$ cat src/rtl/core/sunras_pkg.sv
// Shared types, constants and control records of the Sun raster stream decoder.
`default_nettype none

package sunras_pkg;

  localparam logic [31:0] RAS_MAGIC    = 32'h59a6_6a95;
  localparam logic [7:0]  RLE_ESCAPE   = 8'h80;
  localparam logic [7:0]  TYPE_INVALID = 8'hff;
  localparam logic [7:0]  TYPE_RLE     = 8'h02;
  localparam logic [7:0]  DEPTH_MONO   = 8'd1;
  localparam logic [7:0]  DEPTH_ALPHA  = 8'd32;
  localparam int          HdrBytes     = 32;
  localparam logic [4:0]  HDR_LAST     = 5'(HdrBytes - 1);

  // Header word positions (byte count divided by four).
  localparam logic [2:0] WORD_MAGIC  = 3'd0;
  localparam logic [2:0] WORD_WIDTH  = 3'd1;
  localparam logic [2:0] WORD_HEIGHT = 3'd2;
  localparam logic [2:0] WORD_DEPTH  = 3'd3;
  localparam logic [2:0] WORD_TYPE   = 3'd5;
  localparam logic [2:0] WORD_MTYPE  = 3'd6;
  localparam logic [2:0] WORD_MLEN   = 3'd7;

  typedef enum logic [1:0] {
    PH_HEADER,
    PH_MAP,
    PH_DATA,
    PH_DONE
  } phase_e;

  typedef enum logic [1:0] {
    RLE_PLAIN,
    RLE_COUNT,
    RLE_VALUE
  } rle_e;

  typedef enum logic [1:0] {
    KIND_DATA   = 2'd0,
    KIND_HEADER = 2'd1,
    KIND_CMAP   = 2'd2,
    KIND_ERROR  = 2'd3
  } kind_e;

  typedef enum logic {
    ERR_MAGIC = 1'b0,
    ERR_TYPE  = 1'b1
  } err_e;

  // Result payload, last field (out_byte) in the lowest bits.
  typedef struct packed {
    logic        error_code;
    logic [15:0] map_length;
    logic [7:0]  map_type;
    logic [7:0]  image_type;
    logic [7:0]  pixel_depth;
    logic [15:0] image_height;
    logic [15:0] image_width;
    logic [8:0]  run_length;
    logic [7:0]  out_byte;
  } item_t;

  // Datapath to controller.
  typedef struct packed {
    logic hdr_last;
    logic hdr_error;
    logic map_nonzero;
    logic total_nonzero;
    logic map_last;
    logic bytes_zero;
    logic data_done;
    logic have_item;
    logic out_valid;
  } status_t;

  // Controller to datapath.
  typedef struct packed {
    phase_e phase;
    logic   accept;
    logic   load;
    logic   finished;
    logic   blank;
    logic   restart;
  } cmd_t;

endpackage

`default_nettype wire

$ cat src/rtl/core/sunras_dpath.sv
// Datapath of the Sun raster decoder: header fields, size multiplier, RLE and output register.
`default_nettype none

module sunras_dpath (
  input  wire                  clk_i,
  input  wire                  rst_ni,
  input  wire  [7:0]           byte_i,
  input  sunras_pkg::cmd_t     cmd_i,
  input  wire                  m_tready_i,
  output sunras_pkg::status_t  status_o,
  output sunras_pkg::item_t    item_o,
  output sunras_pkg::kind_e    kind_o,
  output logic                 last_o,
  output logic                 valid_o
);
  import sunras_pkg::*;

  logic [4:0]  hcount_q, hcount_d;
  logic [31:0] word_q, word_d;
  logic [15:0] width_q, width_d;
  logic [15:0] height_q, height_d;
  logic [7:0]  depth_q, depth_d;
  logic [7:0]  type_q, type_d;
  logic [7:0]  mtype_q, mtype_d;
  logic [15:0] mrem_q, mrem_d;
  logic [31:0] brem_q, brem_d;
  rle_e        rle_q, rle_d;
  logic [7:0]  pend_q, pend_d;
  logic [1:0]  alpha_q, alpha_d;

  logic [15:0] width_eff;
  logic [23:0] prod1_q;
  logic [20:0] row_bytes;
  logic [36:0] full_total;
  logic [31:0] tot_q;

  item_t       item_d, item_q;
  kind_e       kind_d, kind_q;
  logic        last_q;
  logic        valid_q;

  logic        have;
  logic        hdr_err;
  logic [8:0]  run;
  logic [8:0]  sub;
  logic        drop;

  // Even rounding of the width applies to RLE images only; it wraps at 16 bits.
  assign width_eff = (type_q == TYPE_RLE) ? ((width_q + 16'd1) & 16'hfffe) : width_q;

  // Two-stage size multiplier. Its inputs settle with the type word, so the
  // total is ready long before the last header byte.
  always_ff @(posedge clk_i) begin
    prod1_q <= 24'(width_eff) * 24'(depth_q);
    tot_q   <= (|full_total[36:32]) ? 32'hffff_ffff : full_total[31:0];
  end

  assign row_bytes  = (depth_q == DEPTH_MONO) ? 21'((17'(width_eff) + 17'd7) >> 3)
                                              : prod1_q[23:3];
  assign full_total = 37'(row_bytes) * 37'(height_q);

  always_comb begin
    hcount_d = hcount_q;
    word_d   = word_q;
    width_d  = width_q;
    height_d = height_q;
    depth_d  = depth_q;
    type_d   = type_q;
    mtype_d  = mtype_q;
    mrem_d   = mrem_q;
    brem_d   = brem_q;
    rle_d    = rle_q;
    pend_d   = pend_q;
    alpha_d  = alpha_q;
    item_d   = '0;
    kind_d   = KIND_DATA;
    have     = 1'b0;
    hdr_err  = 1'b0;
    run      = 9'(pend_q) + 9'd1;
    sub      = '0;
    drop     = 1'b0;

    if ({23'd0, run} > brem_q) begin
      run = brem_q[8:0];
    end

    case (cmd_i.phase)
      PH_HEADER: begin
        word_d   = {word_q[23:0], byte_i};
        hcount_d = hcount_q + 5'd1;
        if (hcount_q[1:0] == 2'd3) begin
          case (hcount_q[4:2])
            WORD_MAGIC: begin
              if (word_d != RAS_MAGIC) begin
                hdr_err            = 1'b1;
                have               = 1'b1;
                kind_d             = KIND_ERROR;
                item_d.error_code  = ERR_MAGIC;
              end
            end
            WORD_WIDTH:  width_d  = word_d[15:0];
            WORD_HEIGHT: height_d = word_d[15:0];
            WORD_DEPTH:  depth_d  = word_d[7:0];
            WORD_TYPE: begin
              type_d = word_d[7:0];
              if (word_d[7:0] == TYPE_INVALID) begin
                hdr_err           = 1'b1;
                have              = 1'b1;
                kind_d            = KIND_ERROR;
                item_d.error_code = ERR_TYPE;
              end
            end
            WORD_MTYPE:  mtype_d  = word_d[7:0];
            WORD_MLEN:   mrem_d   = word_d[15:0];
            default: ;
          endcase
        end
        if (hcount_q == HDR_LAST) begin
          brem_d              = tot_q;
          rle_d               = RLE_PLAIN;
          alpha_d             = '0;
          have                = 1'b1;
          kind_d              = KIND_HEADER;
          item_d.image_width  = width_eff;
          item_d.image_height = height_q;
          item_d.pixel_depth  = depth_q;
          item_d.image_type   = type_q;
          item_d.map_type     = mtype_q;
          item_d.map_length   = word_d[15:0];
        end
      end
      PH_MAP: begin
        have            = 1'b1;
        kind_d          = KIND_CMAP;
        item_d.out_byte = byte_i;
        mrem_d          = mrem_q - 16'd1;
      end
      PH_DATA: begin
        if (type_q == TYPE_RLE) begin
          case (rle_q)
            RLE_PLAIN: begin
              if (byte_i != RLE_ESCAPE) begin
                have              = 1'b1;
                item_d.out_byte   = byte_i;
                item_d.run_length = 9'd1;
                sub               = 9'd1;
              end else begin
                rle_d = RLE_COUNT;
              end
            end
            RLE_COUNT: begin
              if (byte_i == 8'd0) begin
                have              = 1'b1;
                item_d.out_byte   = RLE_ESCAPE;
                item_d.run_length = 9'd1;
                sub               = 9'd1;
                rle_d             = RLE_PLAIN;
              end else begin
                pend_d = byte_i;
                rle_d  = RLE_VALUE;
              end
            end
            default: begin
              have              = 1'b1;
              item_d.out_byte   = byte_i;
              item_d.run_length = run;
              sub               = run;
              rle_d             = RLE_PLAIN;
            end
          endcase
        end else begin
          // At 32 bits per pixel the first byte of every four is alpha.
          if (depth_q == DEPTH_ALPHA) begin
            drop    = (alpha_q == 2'd0);
            alpha_d = alpha_q + 2'd1;
          end
          have              = !drop;
          item_d.out_byte   = byte_i;
          item_d.run_length = 9'd1;
          sub               = 9'd1;
        end
        brem_d = brem_q - 32'(sub);
      end
      default: ;
    endcase
  end

  always_comb begin
    status_o               = '0;
    status_o.hdr_last      = (hcount_q == HDR_LAST);
    status_o.hdr_error     = hdr_err;
    status_o.map_nonzero   = (word_d[15:0] != 16'd0);
    status_o.total_nonzero = (tot_q != 32'd0);
    status_o.map_last      = (mrem_q == 16'd1);
    status_o.bytes_zero    = (brem_q == 32'd0);
    status_o.data_done     = (brem_d == 32'd0);
    status_o.have_item     = have;
    status_o.out_valid     = valid_q;
  end

  always_ff @(posedge clk_i or negedge rst_ni) begin
    if (!rst_ni) begin
      hcount_q <= '0;
      word_q   <= '0;
      width_q  <= '0;
      height_q <= '0;
      depth_q  <= '0;
      type_q   <= '0;
      mtype_q  <= '0;
      mrem_q   <= '0;
      brem_q   <= '0;
      rle_q    <= RLE_PLAIN;
      pend_q   <= '0;
      alpha_q  <= '0;
    end else if (cmd_i.accept) begin
      if (cmd_i.restart) begin
        hcount_q <= '0;
        word_q   <= '0;
        width_q  <= '0;
        height_q <= '0;
        depth_q  <= '0;
        type_q   <= '0;
        mtype_q  <= '0;
        mrem_q   <= '0;
        brem_q   <= '0;
        rle_q    <= RLE_PLAIN;
        pend_q   <= '0;
        alpha_q  <= '0;
      end else begin
        hcount_q <= hcount_d;
        word_q   <= word_d;
        width_q  <= width_d;
        height_q <= height_d;
        depth_q  <= depth_d;
        type_q   <= type_d;
        mtype_q  <= mtype_d;
        mrem_q   <= mrem_d;
        brem_q   <= brem_d;
        rle_q    <= rle_d;
        pend_q   <= pend_d;
        alpha_q  <= alpha_d;
      end
    end
  end

  // Output register.
  always_ff @(posedge clk_i or negedge rst_ni) begin
    if (!rst_ni) begin
      valid_q <= 1'b0;
    end else if (cmd_i.load) begin
      valid_q <= 1'b1;
    end else if (m_tready_i) begin
      valid_q <= 1'b0;
    end
  end

  always_ff @(posedge clk_i) begin
    if (cmd_i.load) begin
      item_q <= cmd_i.blank ? '0 : item_d;
      kind_q <= cmd_i.blank ? KIND_DATA : kind_d;
      last_q <= cmd_i.finished;
    end
  end

  assign item_o  = item_q;
  assign kind_o  = kind_q;
  assign last_o  = last_q;
  assign valid_o = valid_q;

  a_data_has_bytes : assert property (@(posedge clk_i) disable iff (!rst_ni)
    cmd_i.phase == PH_DATA |-> brem_q != 32'd0)
    else $error("data phase with no image bytes left");

  a_rle_only_in_data : assert property (@(posedge clk_i) disable iff (!rst_ni)
    rle_q != RLE_PLAIN |-> cmd_i.phase == PH_DATA)
    else $error("pending escape outside the data phase");

  a_count_wrapped : assert property (@(posedge clk_i) disable iff (!rst_ni)
    (cmd_i.phase == PH_MAP || cmd_i.phase == PH_DATA) |-> hcount_q == 5'd0)
    else $error("header count not wrapped after the header");

endmodule

`default_nettype wire

$ cat src/rtl/core/sunras_ctrl.sv
// Phase controller of the Sun raster decoder: handshake, phase sequencing and end marking.
`default_nettype none

module sunras_ctrl (
  input  wire                  clk_i,
  input  wire                  rst_ni,
  input  wire                  s_tvalid_i,
  input  wire                  eof_i,
  input  wire                  m_tready_i,
  input  sunras_pkg::status_t  status_i,
  output logic                 s_tready_o,
  output sunras_pkg::cmd_t     cmd_o
);
  import sunras_pkg::*;

  phase_e phase_q, phase_d;
  logic   accept;
  logic   ends_dp;
  logic   ends;

  assign s_tready_o = !status_i.out_valid || m_tready_i;
  assign accept     = s_tvalid_i && s_tready_o;

  always_ff @(posedge clk_i or negedge rst_ni) begin
    if (!rst_ni) begin
      phase_q <= PH_HEADER;
    end else begin
      phase_q <= phase_d;
    end
  end

  always_comb begin
    phase_d = phase_q;
    ends_dp = 1'b0;
    case (phase_q)
      PH_HEADER: begin
        if (status_i.hdr_error) begin
          ends_dp = 1'b1;
          phase_d = PH_DONE;
        end else if (status_i.hdr_last) begin
          if (status_i.map_nonzero) begin
            phase_d = PH_MAP;
          end else if (status_i.total_nonzero) begin
            phase_d = PH_DATA;
          end else begin
            ends_dp = 1'b1;
            phase_d = PH_DONE;
          end
        end
      end
      PH_MAP: begin
        if (status_i.map_last) begin
          if (status_i.bytes_zero) begin
            ends_dp = 1'b1;
            phase_d = PH_DONE;
          end else begin
            phase_d = PH_DATA;
          end
        end
      end
      PH_DATA: begin
        if (status_i.data_done) begin
          ends_dp = 1'b1;
          phase_d = PH_DONE;
        end
      end
      default: ;
    endcase
    if (!accept) begin
      phase_d = phase_q;
    end else if (eof_i) begin
      phase_d = PH_HEADER;
    end
  end

  assign ends = ends_dp || (eof_i && phase_q != PH_DONE);

  always_comb begin
    cmd_o          = '0;
    cmd_o.phase    = phase_q;
    cmd_o.accept   = accept;
    cmd_o.load     = accept && (status_i.have_item || ends);
    cmd_o.finished = ends;
    cmd_o.blank    = ends && !status_i.have_item;
    cmd_o.restart  = accept && eof_i;
  end

  a_eof_restarts : assert property (@(posedge clk_i) disable iff (!rst_ni)
    accept && eof_i |=> phase_q == PH_HEADER)
    else $error("end of file did not return to the header phase");

  a_done_holds : assert property (@(posedge clk_i) disable iff (!rst_ni)
    accept && !eof_i && phase_q == PH_DONE |=> phase_q == PH_DONE)
    else $error("left the done phase before end of file");

  a_done_silent : assert property (@(posedge clk_i) disable iff (!rst_ni)
    phase_q == PH_DONE |-> !cmd_o.load)
    else $error("result produced after the file was finished");

endmodule

`default_nettype wire

$ cat src/rtl/core/sun_raster_stream_decoder.sv
// Top level of the Sun raster stream decoder: controller, datapath and stream port packing.
//
// The slave stream carries one byte of a Sun raster file per transfer; s_axis_tlast
// marks the final byte of the file. The master stream returns at most one result
// per input byte: a header summary after the 32nd header byte, an error when the
// magic word or the image type is bad, each colormap byte, and image data items
// (one byte, or one value with a run length for RLE runs). m_axis_tuser gives the
// result kind and m_axis_tlast flags the last result of the file.
// The result of a byte is held in the output register from the cycle after its
// transfer. Throughput is one byte per cycle while the receiver keeps up; the
// header's image size product is formed by a two-stage multiplier during the
// type-to-end-of-header bytes and never holds the stream.
// When the output register is full and m_axis_tready is low, s_axis_tready drops
// until the pending result is taken, so no byte is lost or repeated.
// Reset clears the phase and all header state; the first byte after reset, and
// after every byte marked with tlast, starts a new file.
`default_nettype none

module sun_raster_stream_decoder (
  input  wire         clk_i,
  input  wire         rst_ni,
  input  wire         s_axis_tvalid,
  output logic        s_axis_tready,
  input  wire  [7:0]  s_axis_tdata,   // [7:0] in_byte
  input  wire         s_axis_tlast,   // end_of_file
  output logic        m_axis_tvalid,
  input  wire         m_axis_tready,
  // [7:0] out_byte, [16:8] run_length, [32:17] image_width, [48:33] image_height,
  // [56:49] pixel_depth, [64:57] image_type, [72:65] map_type, [88:73] map_length,
  // [89] error_code, [95:90] zero
  output logic [95:0] m_axis_tdata,
  output logic [1:0]  m_axis_tuser,   // [1:0] kind
  output logic        m_axis_tlast    // finished
);
  import sunras_pkg::*;

  status_t status;
  cmd_t    cmd;
  item_t   item;
  kind_e   kind;
  logic    last;
  logic    valid;

  // The controller owns the handshake and the file phase.
  sunras_ctrl u_ctrl (
    .clk_i      (clk_i),
    .rst_ni     (rst_ni),
    .s_tvalid_i (s_axis_tvalid),
    .eof_i      (s_axis_tlast),
    .m_tready_i (m_axis_tready),
    .status_i   (status),
    .s_tready_o (s_axis_tready),
    .cmd_o      (cmd)
  );

  // The datapath holds the header fields, the counters and the output register.
  sunras_dpath u_dpath (
    .clk_i      (clk_i),
    .rst_ni     (rst_ni),
    .byte_i     (s_axis_tdata),
    .cmd_i      (cmd),
    .m_tready_i (m_axis_tready),
    .status_o   (status),
    .item_o     (item),
    .kind_o     (kind),
    .last_o     (last),
    .valid_o    (valid)
  );

  // The payload record already has out_byte in its lowest bits; pad to whole bytes.
  assign m_axis_tdata  = {6'd0, item};
  assign m_axis_tuser  = kind;
  assign m_axis_tlast  = last;
  assign m_axis_tvalid = valid;

endmodule

`default_nettype wire
$ cat config.mk
export PLATFORM = sky130hd
export DESIGN_NAME = sun_raster_stream_decoder
export DESIGN_NICKNAME = d
export VERILOG_FILES = /design/src/rtl/core/sunras_pkg.sv /design/src/rtl/core/sunras_dpath.sv /design/src/rtl/core/sunras_ctrl.sv /design/src/rtl/core/sun_raster_stream_decoder.sv
export SDC_FILE = /design/constraint.sdc
export NUM_CORES = 2
export LEC_CHECK = 0
export BUFFER_PORTS_ARGS = -buffer_cell sky130_fd_sc_hd__buf_2
export CORE_ASPECT_RATIO = 0.5
export CORE_MARGIN = 1
export CORE_UTILIZATION = 25
export DETAILED_ROUTE_END_ITERATION = 10
export GPL_ROUTABILITY_DRIVEN = 0
export SETUP_SLACK_MARGIN = 0.1
export SLEW_MARGIN = 10
export SYNTH_ARGS = -nofsm -noshare
export SYNTH_HDL_FRONTEND = slang
export SYNTH_HIERARCHICAL = 1
export SYNTH_SLANG_ARGS = --single-unit
$ cat constraint.sdc
create_clock -name clk_i -period 26.9 [get_ports clk_i]
set_input_delay 4.035 -clock clk_i [delete_from_list [all_inputs] [get_ports clk_i]]
set_output_delay 4.035 -clock clk_i [all_outputs]
set_load 0.01 [all_outputs]
==> impl_metrics.csv <==
group,metric,value,unit
worst_setup_path,worstPathRequired,27.09,ns
die,die_w,487,microns
sta,min_period,11.30,ns
logic_synthesis,syn_area_per_cell,9.27,sq um
global_routing,grt_pass1_wl,133000,microns
sta,whs,0.496,ns
sta,timing.final.crit_share,42.0,%
sta,slew_headroom,22.3,%
sta,worst_pin_slew,1.16,ns
worst_setup_path,cp-start-kind,"input pin",
placement,pre_cts_slack,15.03,ns
logic_synthesis,synth_ff_type,"dfrtp_1",
cts,post_cts_resized,0,
worst_setup_path,cp.arrival,11.49,ns
cts,path_clk_slew,0.06,ns
cts,h-tree-depth,2,
worst_hold_path,hp-class,"flip-flop to flip-flop",
cells_and_area,syn2layout_area_growth,11.9,%
logic_synthesis,synth.most_common_cell,"inv_1",
logic_synthesis,synth_top_area_share,23.7,%
cells_and_area,fill_cells,12200,
sta,fin_ws,15.60,ns
worst_setup_path,reg2reg_from,"u_dpath/type_q[5]",
power_and_ir_drop,power.density,62.0,mW/mm^2
logic_synthesis,yosysUniqueCellTypes,83,
cts,clk-insertion-delay-late,0.57,ns
die,die-area,0.119,sq mm
cts,post-cts-setup-buffers,0,
route,num_vias,23100,
worst_setup_path,cp-endpoint,"u_dpath/item_o[14]",
logic_synthesis,synth-async-reset-ratio,50.3,%
route,wire_per_inst,17.5,microns
cells_and_area,fin_util,28.4,%
logic_synthesis,seq_area_frac_synth,25.7,%
power_and_ir_drop,ir_drop,45.6,uV
route,routed_wl,84000,microns
power_and_ir_drop,leakage,15.3,nW
die,die-height,245,microns
worst_setup_path,worstPathMaxFanout,67,
worst_setup_path,ff2ff_path_depth,30,
die,row_count,88,
worst_setup_path,crit_type,"input pin to flip-flop",
logic_synthesis,ys.warnings.count,6,
sta,hold_viol_final,0,
cts,cts_root_buffer,"clkbuf_16",
sta,fin_skew,0.0160,ns
worst_setup_path,cp-startpoint,"s_axis_tdata[1]",
global_routing,grt_max_degree,87,
route,drt_iter0_drc,1893,
logic_synthesis,synth.top_cells.by_area,"fa_1 (24%), dfrtp_1 (13%), edfxtp_1 (9.5%)",
sta,setup_viol,0,
logic_synthesis,yosys.area.top_type,"fa_1",
sta,rsz0062_at_grt,"no",
run,max_cap_viol_count,0,
cts,cts_sinks,294,
logic_synthesis,ys_ff_latch,294,
sta,finalMaxSlewViolations,0,
logic_synthesis,synth_area,0.0294,sq mm
cells_and_area,final_nets,3724,
global_routing,grt.total_usage,14.0,%
cts,clockBufferDepth,3,
route,drc_errors,0,
cells_and_area,layout-drive-gt1-share,7.80,%
global_routing,antenna_found_initial,8,
die,core,0.116,sq mm
worst_setup_path,r2r_end,"u_dpath/tot_q[24]",
cts,cts-buffers-inserted,37,
route,via_per_inst,4.83,
sta,final.setup.tns,0,ns
logic_synthesis,synth_cells,3175,
sta,max_freq,0.0885,GHz
placement,io_buffer_count,107,
global_routing,grt_pass1_vias,23500,
worst_setup_path,endpoint_kind,"flip-flop",
worst_hold_path,hold_depth,1,
logic_synthesis,synth_edf_count,93,
logic_synthesis,netlist_top_cells_count,"inv_1 (460), nand2_1 (373), fa_1 (349)",
run_status,outcome,"finished, final reports clean",
placement,hpwl,61400,microns
global_routing,grt-ovfl-total,0,
worst_setup_path,rrSetupSlack,16.04,ns
cts,cts_tree,"built",
route,drtAntennaViolNets,0,
die,start_util,25.4,%
die,io-pin-count,114,
cts,cts_hold_buf,0,
route,dr.pass1.iters,7,
-- critical path: stages --
cell       delay (ns)
buf_2            0.20
or4_1            0.56
or4_1            0.45
nor2_1           0.16
a21oi_1          0.06
nor3_1           0.38
a21oi_1          0.09
ha_1             0.23
fa_1             0.40
nor2b_1          0.22
o31ai_1          0.15
a211oi_1         0.41
nor4_1           0.09
a2111oi_0        0.57
nand3_1          0.13
nor4_1           0.33
nand4_1          0.18
nor3_1           0.50
a221oi_1         0.15
a31oi_1          0.27
nor2_1           0.11
nor2_4           0.80
buf_4            0.85
-- how the worst min path moves through the flow --
stage,startpoint,to,slack [ns]
6_report,u_dpath/word_q[23],u_dpath/word_q[23],0.50
5_1_grt,u_dpath/word_q[16],u_dpath/word_q[16],0.51
4_1_cts,u_dpath/word_q[23],u_dpath/word_q[23],0.50
3_5_place_dp,u_dpath/word_q[18],u_dpath/word_q[18],0.48
3_3_place_gp,u_dpath/alpha_q[1],u_dpath/alpha_q[1],0.47
2_1_floorplan,u_dpath/alpha_q[1],u_dpath/alpha_q[1],0.45
-- layout make-up --
cell class	instances	area, sq um	area share, %
multi-input cells	2238	19500	59.2
flip-flops and latches	294	7560	23.0
well taps	1575	1970	5.99
inverters	462	1730	5.27
clock buffers	47	1020	3.11
repair buffers	145	827	2.51
clock inverters	21	292	0.886
diodes	5	12.5	0.0380
-- cells by family after synthesis --
| family | count (synthesis) | synth area share (%) |
|---|---|---|
| other | 1 | 0.0127 |
| AND/OR/NAND/NOR | 1078 | 18.6 |
| multiplexers | 52 | 1.79 |
| AO/OA/AOI/OAI | 486 | 11.4 |
| flip-flops | 294 | 25.7 |
| adder cells (fa/ha/maj) | 533 | 31.6 |
| XOR/XNOR | 83 | 2.47 |
| buffers and inverters | 648 | 8.45 |
-- metrics by stage --
step / instances / area (sq um) / power [mW]
2_1_floorplan: 3180 / 29400 / 1.24
3_3_place_gp: 4714 / 31600 / 1.48
6_report: 4787 / 32900 / 2.04
5_1_grt: 4786 / 32900 / 2.15
3_5_place_dp: 4714 / 31600 / 1.50
4_1_cts: 4782 / 32900 / 2.04
-- layout by cell type (no fill, tap or decap), types with 7 or more instances in the layout --
cell type,count
or2_2,7
a221oi_1,12
nand3_1,35
xor2_1,29
nor2b_1,26
o21ai_0,105
nand2b_1,37
nand3b_1,11
mux2i_1,46
clkinv_2,7
or3_1,17
fa_1,349
dfxtp_1,53
buf_4,38
o211ai_1,11
and3_1,72
o21a_1,21
a31oi_1,13
a21oi_1,73
clkbuf_16,38
a22oi_1,14
a21o_1,24
a22o_1,71
nor2_1,148
nor4_1,30
a211oi_1,13
buf_2,106
o2bb2ai_1,12
xnor2_1,53
o22ai_1,31
dfrtp_1,148
edfxtp_1,93
or4_1,15
o21bai_1,8
inv_1,460
nand4_1,32
nand2_1,373
ha_1,184
and2_1,207
nor3_1,38
-- flip-flops by register name (all words and copies together) (netlist names), 2 cells and up --
name and count:
u_ctrl/phase_q 2, u_dpath/item_o 90, u_dpath/depth_q 8, u_dpath/hcount_q 5, u_dpath/prod1_q 21, u_dpath/kind_o 2
u_dpath/height_q 16, u_dpath/mtype_q 8, u_dpath/tot_q 32, u_dpath/rle_q 2, u_dpath/word_q 24, u_dpath/type_q 8
u_dpath/pend_q 8, u_dpath/mrem_q 16, u_dpath/brem_q 32, u_dpath/width_q 16, u_dpath/alpha_q 2
-- routing by layer --
layer,GRT usage (%),up-vias,share of wire (%)
li1,-,10500,-
met1,17.8,11700,41
met2,24.2,775,50
met3,1.52,158,5.8
met4,5.56,0,3.4
met5,0,-,0
-- power breakdown --
part           leakage, nW  switching (mW)  total, mW  internal (mW)
logic                 11.4           0.502      0.794          0.292
registers             3.26           0.141      0.708          0.567
clock network        0.642           0.215      0.537          0.323
total                 15.3           0.858       2.04           1.18
(Power assumes the default switching activity.)
